**src/rtl/core/lcd_status_line_compare_unit_macros.svh**
```systemverilog
// Assertion macros used by the LCD status line-compare RTL.
`ifndef LCD_STATUS_LINE_COMPARE_UNIT_MACROS_SVH
`define LCD_STATUS_LINE_COMPARE_UNIT_MACROS_SVH

// Consequent must hold in the same cycle as the antecedent.
`define LSLC_ASSERT_NOW(lbl, ante, cons, msg) \
  lbl: assert property (@(posedge clk_i) disable iff (!rst_ni) (ante) |-> (cons)) \
    else $error(msg);

// Consequent must hold in the cycle after the antecedent.
`define LSLC_ASSERT_NEXT(lbl, ante, cons, msg) \
  lbl: assert property (@(posedge clk_i) disable iff (!rst_ni) (ante) |=> (cons)) \
    else $error(msg);

`endif

```
**src/rtl/core/lcdslc_pkg.sv**
```systemverilog
// Types and constants for the LCD status line-compare unit.
`timescale 1ns / 1ps
package lcdslc_pkg;

  typedef enum logic [1:0] {
    CMD_REG_WRITE   = 2'd0,
    CMD_MODE_CHANGE = 2'd1,
    CMD_LINE_DONE   = 2'd2,
    CMD_FRAME_START = 2'd3
  } cmd_e;

  typedef enum logic [1:0] {
    SEL_CONTROL  = 2'd0,
    SEL_STATUS   = 2'd1,
    SEL_LINE_CNT = 2'd2,
    SEL_LINE_CMP = 2'd3
  } reg_sel_e;

  typedef enum logic [1:0] {
    MODE_HBLANK   = 2'd0,
    MODE_VBLANK   = 2'd1,
    MODE_OAM_READ = 2'd2,
    MODE_TRANSFER = 2'd3
  } lcd_mode_e;

  // Control register bit.
  localparam int unsigned CtrlLcdOnBit = 7;

  // Status register bits.
  localparam int unsigned StatMatchBit    = 2;
  localparam int unsigned StatHblankIeBit = 3;
  localparam int unsigned StatVblankIeBit = 4;
  localparam int unsigned StatOamIeBit    = 5;
  localparam int unsigned StatMatchIeBit  = 6;

  // Status bits that a bus write may change.
  localparam logic [7:0] StatWriteMask = 8'hf8;

  typedef struct packed {
    cmd_e       command;
    reg_sel_e   reg_select;
    logic [7:0] write_data;
    lcd_mode_e  mode_value;
  } in_beat_t;

  typedef struct packed {
    logic       stat_interrupt;
    logic       vblank_interrupt;
    logic [7:0] status_value;
    logic [7:0] line_count;
    lcd_mode_e  effective_mode;
    logic [7:0] control_value;
  } out_beat_t;

endpackage

```
**src/rtl/core/lcd_status_line_compare_unit.sv**
```systemverilog
// LCD status, line count and line compare registers with interrupt generation.
`timescale 1ns / 1ps
`include "lcd_status_line_compare_unit_macros.svh"

// Each input beat is a register write, a mode change, a line-finished event or a
// frame-start event; each produces exactly one output beat carrying the interrupt
// requests it raised and the register values after it. The unit accepts one beat
// every clock cycle while the output is not stalled: a beat is captured in an input
// register, and once the output register is free all register updates happen in one
// step while the result is loaded into the output register, where the result beat
// then becomes valid. A stalled output holds the input register, and the input side
// stalls only when both registers are full and the output is not taken.
module lcd_status_line_compare_unit
  import lcdslc_pkg::*;
(
  input  logic        clk_i,
  input  logic        rst_ni,
  input  logic        s_axis_tvalid_i,
  output logic        s_axis_tready_o,
  // [7:0] write_data, [9:8] mode_value, [15:10] zero
  input  logic [15:0] s_axis_tdata_i,
  // [1:0] command, [3:2] reg_select
  input  logic [3:0]  s_axis_tuser_i,
  output logic        m_axis_tvalid_o,
  input  logic        m_axis_tready_i,
  // [0] stat_interrupt, [1] vblank_interrupt, [9:2] status_value,
  // [17:10] line_count, [19:18] effective_mode, [27:20] control_value, [31:28] zero
  output logic [31:0] m_axis_tdata_o
);

  logic      in_valid_q;
  in_beat_t  in_q;
  logic      out_valid_q;
  out_beat_t out_q, out_d;
  logic      out_free;
  logic      step;
  logic      in_load;

  logic [7:0] ctrl_q, ctrl_d;
  logic [7:0] stat_q, stat_d;
  logic [7:0] lcnt_q, lcnt_d;
  logic [7:0] lcmp_q, lcmp_d;
  logic [7:0] scan_q, scan_d;
  lcd_mode_e  mode_q, mode_d;

  assign out_free        = !out_valid_q || m_axis_tready_i;
  assign step            = in_valid_q && out_free;
  assign s_axis_tready_o = !in_valid_q || out_free;
  assign in_load         = s_axis_tvalid_i && s_axis_tready_o;

  always_ff @(posedge clk_i or negedge rst_ni) begin
    if (!rst_ni) begin
      in_valid_q <= 1'b0;
    end else if (s_axis_tready_o) begin
      in_valid_q <= s_axis_tvalid_i;
    end
  end

  always_ff @(posedge clk_i) begin
    if (in_load) begin
      in_q.command    <= cmd_e'(s_axis_tuser_i[1:0]);
      in_q.reg_select <= reg_sel_e'(s_axis_tuser_i[3:2]);
      in_q.write_data <= s_axis_tdata_i[7:0];
      in_q.mode_value <= lcd_mode_e'(s_axis_tdata_i[9:8]);
    end
  end

  always_comb begin
    logic       on;
    logic       match;
    logic       stat_irq;
    logic       vbl_irq;
    logic [7:0] mask;
    logic [7:0] nv;

    on       = ctrl_q[CtrlLcdOnBit];
    match    = 1'b0;
    stat_irq = 1'b0;
    vbl_irq  = 1'b0;
    mask     = 8'h00;
    nv       = stat_q;
    ctrl_d   = ctrl_q;
    stat_d   = stat_q;
    lcnt_d   = lcnt_q;
    lcmp_d   = lcmp_q;
    scan_d   = scan_q;
    mode_d   = mode_q;

    case (in_q.command)
      CMD_REG_WRITE: begin
        case (in_q.reg_select)
          SEL_CONTROL: begin
            // Switching the display off clears the line count.
            if (!in_q.write_data[CtrlLcdOnBit] && on) begin
              lcnt_d = 8'h00;
            end
            ctrl_d = in_q.write_data;
          end
          SEL_STATUS: begin
            // Mode bits are read-only and the match flag is cleared by a write.
            nv = (in_q.write_data & StatWriteMask) | {6'b0, stat_q[1:0]};
            if (on) begin
              stat_irq = (stat_q[1:0] == MODE_HBLANK) || (stat_q[1:0] == MODE_VBLANK);
            end else begin
              nv[1:0] = MODE_HBLANK;
            end
            stat_d = nv;
          end
          SEL_LINE_CNT: begin
            lcnt_d = 8'h00;
          end
          SEL_LINE_CMP: begin
            lcmp_d = in_q.write_data;
          end
          default: begin
            lcmp_d = lcmp_q;
          end
        endcase
      end
      CMD_MODE_CHANGE: begin
        mode_d = on ? in_q.mode_value : MODE_HBLANK;
        nv     = {stat_q[7:2], in_q.mode_value};
        stat_d = nv;
        if (on) begin
          case (in_q.mode_value)
            MODE_OAM_READ: mask[StatOamIeBit] = 1'b1;
            MODE_HBLANK:   mask[StatHblankIeBit] = 1'b1;
            MODE_VBLANK: begin
              mask[StatVblankIeBit] = 1'b1;
              mask[StatOamIeBit]    = 1'b1;
              vbl_irq               = 1'b1;
            end
            default:       mask = 8'h00;
          endcase
          stat_irq = |(nv & mask);
        end
      end
      CMD_LINE_DONE: begin
        match               = on && (scan_q == lcmp_q);
        nv                  = stat_q;
        nv[StatMatchBit]    = match;
        stat_d              = nv;
        stat_irq            = match && stat_q[StatMatchIeBit];
        // The line count restarts at the first line of a frame.
        lcnt_d              = (scan_q == 8'h00) ? 8'h01 : lcnt_q + 8'h01;
        scan_d              = scan_q + 8'h01;
      end
      CMD_FRAME_START: begin
        scan_d = 8'h00;
      end
      default: begin
        scan_d = scan_q;
      end
    endcase

    out_d.stat_interrupt   = stat_irq;
    out_d.vblank_interrupt = vbl_irq;
    out_d.status_value     = stat_d;
    out_d.line_count       = lcnt_d;
    out_d.effective_mode   = ctrl_d[CtrlLcdOnBit] ? mode_d : MODE_HBLANK;
    out_d.control_value    = ctrl_d;
  end

  always_ff @(posedge clk_i or negedge rst_ni) begin
    if (!rst_ni) begin
      ctrl_q      <= 8'h00;
      stat_q      <= 8'h00;
      lcnt_q      <= 8'h00;
      lcmp_q      <= 8'h00;
      scan_q      <= 8'h00;
      mode_q      <= MODE_HBLANK;
      out_valid_q <= 1'b0;
    end else begin
      if (step) begin
        ctrl_q <= ctrl_d;
        stat_q <= stat_d;
        lcnt_q <= lcnt_d;
        lcmp_q <= lcmp_d;
        scan_q <= scan_d;
        mode_q <= mode_d;
      end
      if (out_free) begin
        out_valid_q <= step;
      end
    end
  end

  always_ff @(posedge clk_i) begin
    if (step) begin
      out_q <= out_d;
    end
  end

  assign m_axis_tvalid_o = out_valid_q;
  assign m_axis_tdata_o  = {4'b0, out_q.control_value, out_q.effective_mode,
                            out_q.line_count, out_q.status_value,
                            out_q.vblank_interrupt, out_q.stat_interrupt};

  `LSLC_ASSERT_NOW(a_vbl_mode, out_valid_q && out_q.vblank_interrupt, out_q.status_value[1:0] == MODE_VBLANK, "vblank request without vblank mode")
  `LSLC_ASSERT_NEXT(a_scan_inc, step && (in_q.command == CMD_LINE_DONE), scan_q == 8'($past(scan_q) + 8'h01), "scanline did not advance")
  `LSLC_ASSERT_NEXT(a_frame_clr, step && (in_q.command == CMD_FRAME_START), scan_q == 8'h00, "scanline not cleared at frame start")
  `LSLC_ASSERT_NEXT(a_in_hold, in_valid_q && !step, in_valid_q && $stable(in_q), "input beat lost while stalled")

endmodule

```
**config.mk**
```make
export PLATFORM = sky130hd
export DESIGN_NAME = lcd_status_line_compare_unit
export DESIGN_NICKNAME = d
export VERILOG_FILES = /design/src/rtl/core/lcdslc_pkg.sv /design/src/rtl/core/lcd_status_line_compare_unit.sv
export VERILOG_INCLUDE_DIRS = /design/src /design/src/rtl/core
export SDC_FILE = /design/constraint.sdc
export NUM_CORES = 1
export LEC_CHECK = 0
export BUFFER_PORTS_ARGS = -buffer_cell sky130_fd_sc_hd__buf_2
export CAP_MARGIN = 10
export CORE_ASPECT_RATIO = 1.75
export CORE_MARGIN = 2
export CORE_UTILIZATION = 40
export DETAILED_ROUTE_END_ITERATION = 10
export GPL_ROUTABILITY_DRIVEN = 1
export GPL_TIMING_DRIVEN = 1
export SYNTH_ARGS = -nofsm -noshare
export SYNTH_HDL_FRONTEND = slang
export SYNTH_SLANG_ARGS = --single-unit
```
**constraint.sdc**
```tcl
create_clock -name clk_i -period 1.75 [get_ports clk_i]
set_input_delay 0.525 -clock clk_i [delete_from_list [all_inputs] [get_ports clk_i]]
set_output_delay 0.525 -clock clk_i [all_outputs]
set_load 0.1 [all_outputs]
```
* Word-level counts from Yosys, hierarchy flattened *
Index checks and enable logic that the tools add are counted.

cells by class
  add/sub/neg operators = 2
  shift-type cells = 0
  bitwise operators = 2
  divide/modulo/power cells = 0
  reduce and logical (&&, ||, !) cells = 22
  order comparisons = 0
  multiply operators = 0
  muxes and demuxes = 29
  eq/ne operators = 10

operator list
  operator               number
  $pmux W8 S2            3
  $mux W8                5
  $pmux W8 S3            1
  $add A8 B1 Y8 const B  2
  $mux W1                12
  $eq A2 B2 Y1 const B   5
  $mux W2                5
  $and A8 B8 Y8          1
  $eq A2 B1 Y1 const B   4
  $eq A8 B8 Y1           1
  $logic_not A2 Y1       4
  $logic_not A8 Y1       1
  $or A8 B2 Y8           1
  $reduce_or A8 Y1       1
  $mux W3                2
  $logic_and A1 B1 Y1    5
  $reduce_and A2 Y1      2
  $logic_not A1 Y1       3
  $logic_or A1 B1 Y1     3
  $pmux W1 S3            1
  $reduce_and A3 Y1      1
  $reduce_bool A2 Y1     1
  $reduce_or A2 Y1       1

word-level totals
  bits in read-only memories = 0
  memories = 0
  register bits = 86
  memory bits (writable) = 0
  bits in latches = 0
  output and inout port bits = 34
  bits of input ports = 24

* Longest topological paths before layout *
Gate-level depths: netlist of the first run.

  depth after elaboration = 9
  gate-level depth with buffers = 7
  mapped depth without buffers = 6

* Least setup slack after synthesis of the first run *
No wires, ideal clock.

  path kind = register -> register
  start = register out_valid_q, in the netlist m_axis_tvalid_o
  end = register in_q[0] in the netlist's numbering (enable)
  cell stages (with the launch flop) = 3
  arrival = 2.586 ns
  setup slack = -1.148 ns
  required time = 1.439 ns
  path through = dfrtp_1 nand3b_1 and2_1

between the ends
  cells in the longest elaborated chain, start to end = 4

ends and longest elaborated chain
  element                    line                                 text
  start: declaration         lcd_status_line_compare_unit.sv:33   logic out_valid_q;
  start signal: assignment   lcd_status_line_compare_unit.sv:183  out_valid_q <= step;
  $logic_not A1 Y1           lcd_status_line_compare_unit.sv:46   assign out_free = !out_valid_q || m_axis_tready_i;
  $logic_or A1 B1 Y1         lcd_status_line_compare_unit.sv:46
  $logic_or A1 B1 Y1         lcd_status_line_compare_unit.sv:48   assign s_axis_tready_o = !in_valid_q || out_free;
  named net s_axis_tready_o  lcd_status_line_compare_unit.sv:19   output logic s_axis_tready_o,
  $logic_and A1 B1 Y1        lcd_status_line_compare_unit.sv:49   assign in_load = s_axis_tvalid_i && s_axis_tready_o;
  named net in_load          lcd_status_line_compare_unit.sv:37   logic in_load;
  end: declaration           lcd_status_line_compare_unit.sv:32   in_beat_t in_q;

The timed path passes the listed nets, and every way through them passes these cells.
A chain may end at the register's enable or synchronous reset.

* Final worst setup path of the first run *
  start = register out_valid_q, in the netlist m_axis_tvalid_o
  end = output port s_axis_tready_o

between the ends
  cells in the longest elaborated chain, start to end = 3

ends and longest elaborated chain
  element             line
  $logic_not A1 Y1    lcd_status_line_compare_unit.sv:46
  $logic_or A1 B1 Y1  lcd_status_line_compare_unit.sv:46
  $logic_or A1 B1 Y1  lcd_status_line_compare_unit.sv:48
  end: declaration    lcd_status_line_compare_unit.sv:19

Every way passes these cells.

==> impl_metrics.yaml, run 1 <==
sta:
  period_minus_slack_ns: 1.72
  finalMaxSlewViolations: 0
  fin_crit_sh: 0.981
  setup_viol: 0
  rsz0062_at_grt: "yes"
  fmax_mhz: 582
  hold_viol: 0
  skew_ns: 0.00593
  fin_setup_tns_ns: 0
  hold_slack_ns: 0.159
layout:
  diodes: 0
  final_common_cell: "nand2_1"
  mostFrequentLayoutCells: "59 x nand2_1, 45 x buf_2, 42 x edfxtp_1, 41 x dfrtp_1, 38 x buf_4"
  area_growth_pct: 27.5
  multi_input_area_mm2: 0.00151
  seqCellArea_mm2: 0.00237
  fill_cells: 895
  drive_gt1_frac: 0.348
  fin_nets: 449
  fin_area_mm2: 0.00503
cts:
  h-tree-depth: 3
  cts_max_path_buffers: 2
  path_clk_slew_ns: 0.06
  cts_root_buf: "clkbuf_16"
  clk_latency_ns: 0.34
  numCtsBuffers: 9
  clkSinkCount: 86
  postCtsHoldBufs: 0
  cts_tree: "done"
drt:
  vias: 2827
  drtPass1Iterations: 4
  detail_route.iter0.violations: 187
  drt_wl_total_mm: 8.31
  wl_per_cell_um: 15.1
  avgViaCountPerCell: 5.14
  drc: 0
  drtAntennaViolNets: 0
setup_path:
  end_kind: "primary output"
  rr_worst_depth: 7
  crit_path_start_kind: "flip-flop"
  endpoint: "s_axis_tready_o"
  reg2reg_from: "scan_q[1]"
  worstPathArrival_ns: 1.19
  regToRegEndpoint: "lcnt_q[4]"
  worstSetupStartpoint: "m_axis_tvalid_o"
  crit_type: "reg -> out"
  r2r_slack_ns: 0.06
  cp_max_fo: 3
  critPathRequiredTime_ns: 1.22
floorplanning:
  start_util: 0.405
  die_x_um: 79.1
  num_rows: 48
  pin_count: 58
  die_h_um: 135
  core-area_mm2: 0.00973
  die_area_mm2: 0.0107
global_route:
  grt.overflow.total: 0
  grt_antenna_before_repair: 0
  grt_pass1_vias: 2925
  grt_pass1_wl_mm: 13.7
  grt_max_degree: 45
  grt.total_usage: 0.168
logic_synthesis:
  synth-edff-count: 42
  ys_seq_area_frac: 0.599
  synth-main-ff-cell: "dfrtp_1"
  syn_area_mm2: 0.00395
  yosys_warnings: 0
  synth.top_cell.area_share: 0.320
  netlist_instances: 333
  syn_avg_cell_area_um2: 11.8
  ys_types: 52
  synth.area.top_cells: "edfxtp_1 32%, dfrtp_1 28%, mux2_2 6.0%"
  async_flop_share: 0.512
  ys_seq_elements: 86
  synth_top_cell_by_area: "edfxtp_1"
power:
  ir_worst_vdd_mv: 0.775
  p_per_area_mw_per_mm2: 1420
  p_leak_nw: 2.24
placement:
  gp_congestion: 0.881
  port_buffers: 47
  place_area_mm2: 0.00462
  hpwl_mm: 6.06
run_status:
  status: "complete, no violations"
run:
  cap_violations: 0
worst_hold_path:
  worst_hold_path_type: "in -> async"
==> cell families (layout without fill, tap and decap cells) <==
logic type / after synthesis / count (layout) / share of synthesized area
compound gates: 55 / 55 / 0.0967
xor+xnor: 9 / 9 / 0.0200
fa+ha+maj: 5 / 5 / 0.0159
buf+inv: 27 / 116 / 0.0355
flops: 86 / 86 / 0.599
mux: 22 / 22 / 0.0625
other cells: 1 / 4 / 0.000951
simple gates: 128 / 128 / 0.170
==> routing by layer <==
metal  share of wire  vias to the layer above  global-route usage
met5               0                        -                   0
li1                -                     1374                   -
met2            0.55                       58               0.309
met1            0.38                     1373               0.172
met3           0.028                       22              0.0300
met4           0.041                        0               0.104
==> flip-flops by register name, indices dropped and copies added (netlist names) <==
register and flops:
m_axis_tdata_o 28, mode_q 2, in_q 14, scan_q 8, m_axis_tvalid_o 1, ctrl_q 8
lcmp_q 8, in_valid_q 1, lcnt_q 8, stat_q 8
==> cell usage after synthesis (2+ instances only) <==
master / count
nand2_1: 59
dfrtp_1: 44
edfxtp_1: 42
mux2_2: 21
o21ai_0: 18
nand3_1: 15
nand2b_1: 10
inv_1: 8
xor2_1: 8
a31oi_1: 7
and3_1: 7
clkbuf_1: 7
a21oi_1: 6
nor2_1: 6
a21o_1: 5
buf_4: 5
ha_1: 5
nand4_1: 5
nor4_1: 5
and2_1: 3
buf_2: 3
o2bb2ai_1: 3
a211o_1: 2
a21boi_0: 2
a221o_1: 2
a41oi_1: 2
buf_6: 2
nor2b_1: 2
nor3_1: 2
nor3b_1: 2
o211ai_1: 2
or3_1: 2
or4_1: 2
==> worst min-delay path by stage <==
stage / end / from / slack [ns]
3_5_place_dp: ctrl_q[1] / ctrl_q[1] / 0.46
4_1_cts: m_axis_tvalid_o / rst_ni / 0.18
6_report: lcmp_q[6] / rst_ni / 0.16
5_1_grt: m_axis_tvalid_o / rst_ni / 0.18
2_1_floorplan: ctrl_q[0] / rst_ni / 0.23
3_3_place_gp: stat_q[7] / stat_q[7] / 0.45
==> worst max-delay path, cell delays in order, from the launching register on <==
cell and delay [ns]:
dfrtp_4 0.47, nand3b_1 0.18, buf_12 0.20
==> per-stage QoR <==
step | cells | power (W) | utilization | worst slack (ns)
global placement | 532 | 0.00504 | 0.475 | -0.0868
floorplan | 336 | 0.00455 | - | -0.454
detailed placement | 532 | 0.00509 | 0.475 | -0.0949
finish | 550 | 0.00715 | 0.517 | 0.0329
global route | 550 | 0.00751 | 0.517 | -0.0228
CTS | 550 | 0.00717 | 0.511 | -0.0861
==> power by group <==
| part | switching [W] | leakage (nW) | internal, W | total (W) |
|---|---|---|---|---|
| Sequential | 0.000314 | 0.978 | 0.00260 | 0.00291 |
| Combinational | 0.00150 | 1.10 | 0.000698 | 0.00220 |
| Clock | 0.000759 | 0.156 | 0.00128 | 0.00204 |
==> cell type report <==
| class | count | share of cell area |
|---|---|---|
| multi-input cells | 223 | 0.300 |
| flip-flops and latches | 86 | 0.471 |
| clock buffers | 10 | 0.0475 |
| inverters | 9 | 0.00672 |
| repair buffers | 91 | 0.126 |
| well taps | 125 | 0.0311 |
| clock inverters | 6 | 0.0169 |
==> what timing repair did <==
item	4_1_cts	5_1_grt
buffers inserted	2	1
gates resized for setup	3	16
endpoints found under the hold margin	0	0
pin swaps	1	7
endpoints found under the setup margin	8	27
Power figures use the tool's default switching activity.
==> run 2, diff against run 1 <==
--- a/config.mk
+++ b/config.mk
@@ -10,10 +10,11 @@
 export CAP_MARGIN = 10
 export CORE_ASPECT_RATIO = 1.75
 export CORE_MARGIN = 2
-export CORE_UTILIZATION = 40
+export CORE_UTILIZATION = 51
 export DETAILED_ROUTE_END_ITERATION = 10
 export GPL_ROUTABILITY_DRIVEN = 1
 export GPL_TIMING_DRIVEN = 1
+export PLACE_DENSITY = 0.75
 export SYNTH_ARGS = -nofsm -noshare
 export SYNTH_HDL_FRONTEND = slang
 export SYNTH_SLANG_ARGS = --single-unit
==> run 2 against run 1 <==
Net effect:
- clock-buffer cell count up 3
- clock power shrank 10%
- non-clock buffer count down 7
- first-iteration DRC count stayed put
- die area down 21%
- routed wire length is essentially flat
- combinational power shrank 2%
- utilization increased by 13 points
- final cell count shrank 8.0%
- clock skew increased by 0.0020 ns
- fmax about the same
- critical endpoint unchanged
- largest power group unchanged
- highest routed layer unchanged
==> impl_metrics.yaml, run 2 (same netlist as run 1, synthesis figures left out) <==
layout:
  instances_no_fill: 506
  drive_gt1_frac: 0.330
  utilization: 0.647
  mostFrequentLayoutCells: "59 x nand2_1, 46 x buf_2, 42 x dfrtp_1, 42 x edfxtp_1, 33 x buf_4"
  final_common_cell: "nand2_1"
  largest_reg_flops: 28
  area_growth_pct: 23.2
  diodes: 0
  fill_cells: 584
  fin_nets: 442
drt:
  top_layer: "met4"
  wl_met3_um: 256
  wl_per_cell_um: 16.4
  drtAntennaViolNets: 0
  drt-met1-wl_mm: 2.99
  avgViaCountPerCell: 5.60
  vias: 2836
  drtPass1Iterations: 4
  detail_route.iter0.violations: 187
  dr_wl_met2_mm: 4.73
  drc: 0
  drt_wl_total_mm: 8.30
cts:
  cts_root_buf: "clkbuf_16"
  cts_tree: "done"
  cts_max_path_buffers: 2
  path_clk_slew_ns: 0.06
  h-tree-depth: 3
  clkSinkCount: 86
  clk_latency_ns: 0.34
  numCtsBuffers: 9
setup_path:
  cpLargestDelayFamily: "flip-flops"
  crit_buf_inv: 1
  critPathRequiredTime_ns: 1.22
  end_kind: "primary output"
  slowest_stage: "dfrtp_4"
  crit_type: "reg -> out"
  cpPeakStageDelay_ns: 0.47
  r2r_slack_ns: 0.04
  path_cells: "nand3b_1, buf_12"
  cp_max_fo: 3
  crit_path_start_kind: "flip-flop"
  worstPathArrival_ns: 1.19
floorplanning:
  pin_count: 58
  num_rows: 42
  core-area_mm2: 0.00751
  die_h_um: 120
  start_util: 0.525
  die_area_mm2: 0.00848
  die_x_um: 70.5
run:
  cap_violations: 0
power:
  p_per_area_mw_per_mm2: 1420
  p_leak_nw: 2.18
  ir_worst_vdd_mv: 1.03
  finalPower_w: 0.00691
sta:
  fin_setup_tns_ns: 0
  rsz0062_at_grt: "yes"
  skew_ns: 0.00788
  finalMaxSlewViolations: 0
  setup_viol: 0
  fmax_mhz: 582
  worst_slack_ns: 0.0315
  hold_viol: 0
  period_minus_slack_ns: 1.72
  fin_crit_sh: 0.982
global_route:
  grt_pass1_vias: 2930
  grt_max_degree: 25
  grt_antenna_before_repair: 0
  grt.total_usage: 0.208
  grt_pass1_wl_mm: 13.5
  grt.overflow.total: 0
placement:
  port_buffers: 47
  hpwl_mm: 5.89
  gp_congestion: 0.855
  dpl.cell_count: 486
  place_ws_ns: -0.0801
worst_hold_path:
  worst_hold_path_type: "in -> async"
run_status:
  status: "complete, no violations"
==> run 2: final timing paths <==
path,from,to,cells after the start
setup / recovery,m_axis_tvalid_o,s_axis_tready_o,2
hold / removal,rst_ni,lcnt_q[3],1
setup reg to reg,scan_q[0],stat_q[2],8
hold reg to reg,ctrl_q[3],ctrl_q[3],2
max in group asynchronous,rst_ni,stat_q[5],2
min in group clk_i,s_axis_tdata_i[6],in_q[8],1
==> run 2: layout make-up <==
cell class,instances,area (µm²),area share
clock buffer,13,240,0.0494
inverter,9,33.8,0.00695
tap,88,110,0.0227
sequential,86,2370,0.487
clock inverter,3,40.0,0.00824
multi-input combinational,223,1500,0.308
timing repair buffer,84,569,0.117
==> run 2: where the power goes <==
part           total [W]  switching, W  internal [W]
Clock            0.00183      0.000729       0.00110
Combinational    0.00216       0.00149      0.000675
Sequential       0.00292      0.000320       0.00260
Total            0.00691       0.00253       0.00437
==> run 2: timing repair <==
action | in CTS | in global routing
pin swaps | 3 | 11
resized for setup | 1 | 11
setup buffers | 1 | 4
hold buffers | 0 | 0
setup endpoints to repair | 4 | 34
==> run 2: routing by layer <==
layer,vias up,global-route usage
met2,65,0.397
li1,1358,-
met4,0,0.125
met1,1389,0.197
met3,24,0.0417
met5,-,0
==> run 2: through the flow <==
stage / instance area [µm²] / hold WS, ns
after floorplan: 3970 / 0.229
after global placement: 4500 / 0.453
after detailed placement: 4500 / 0.459
after CTS: 4790 / 0.145
after global routing: 4860 / 0.176
final: 4860 / 0.139
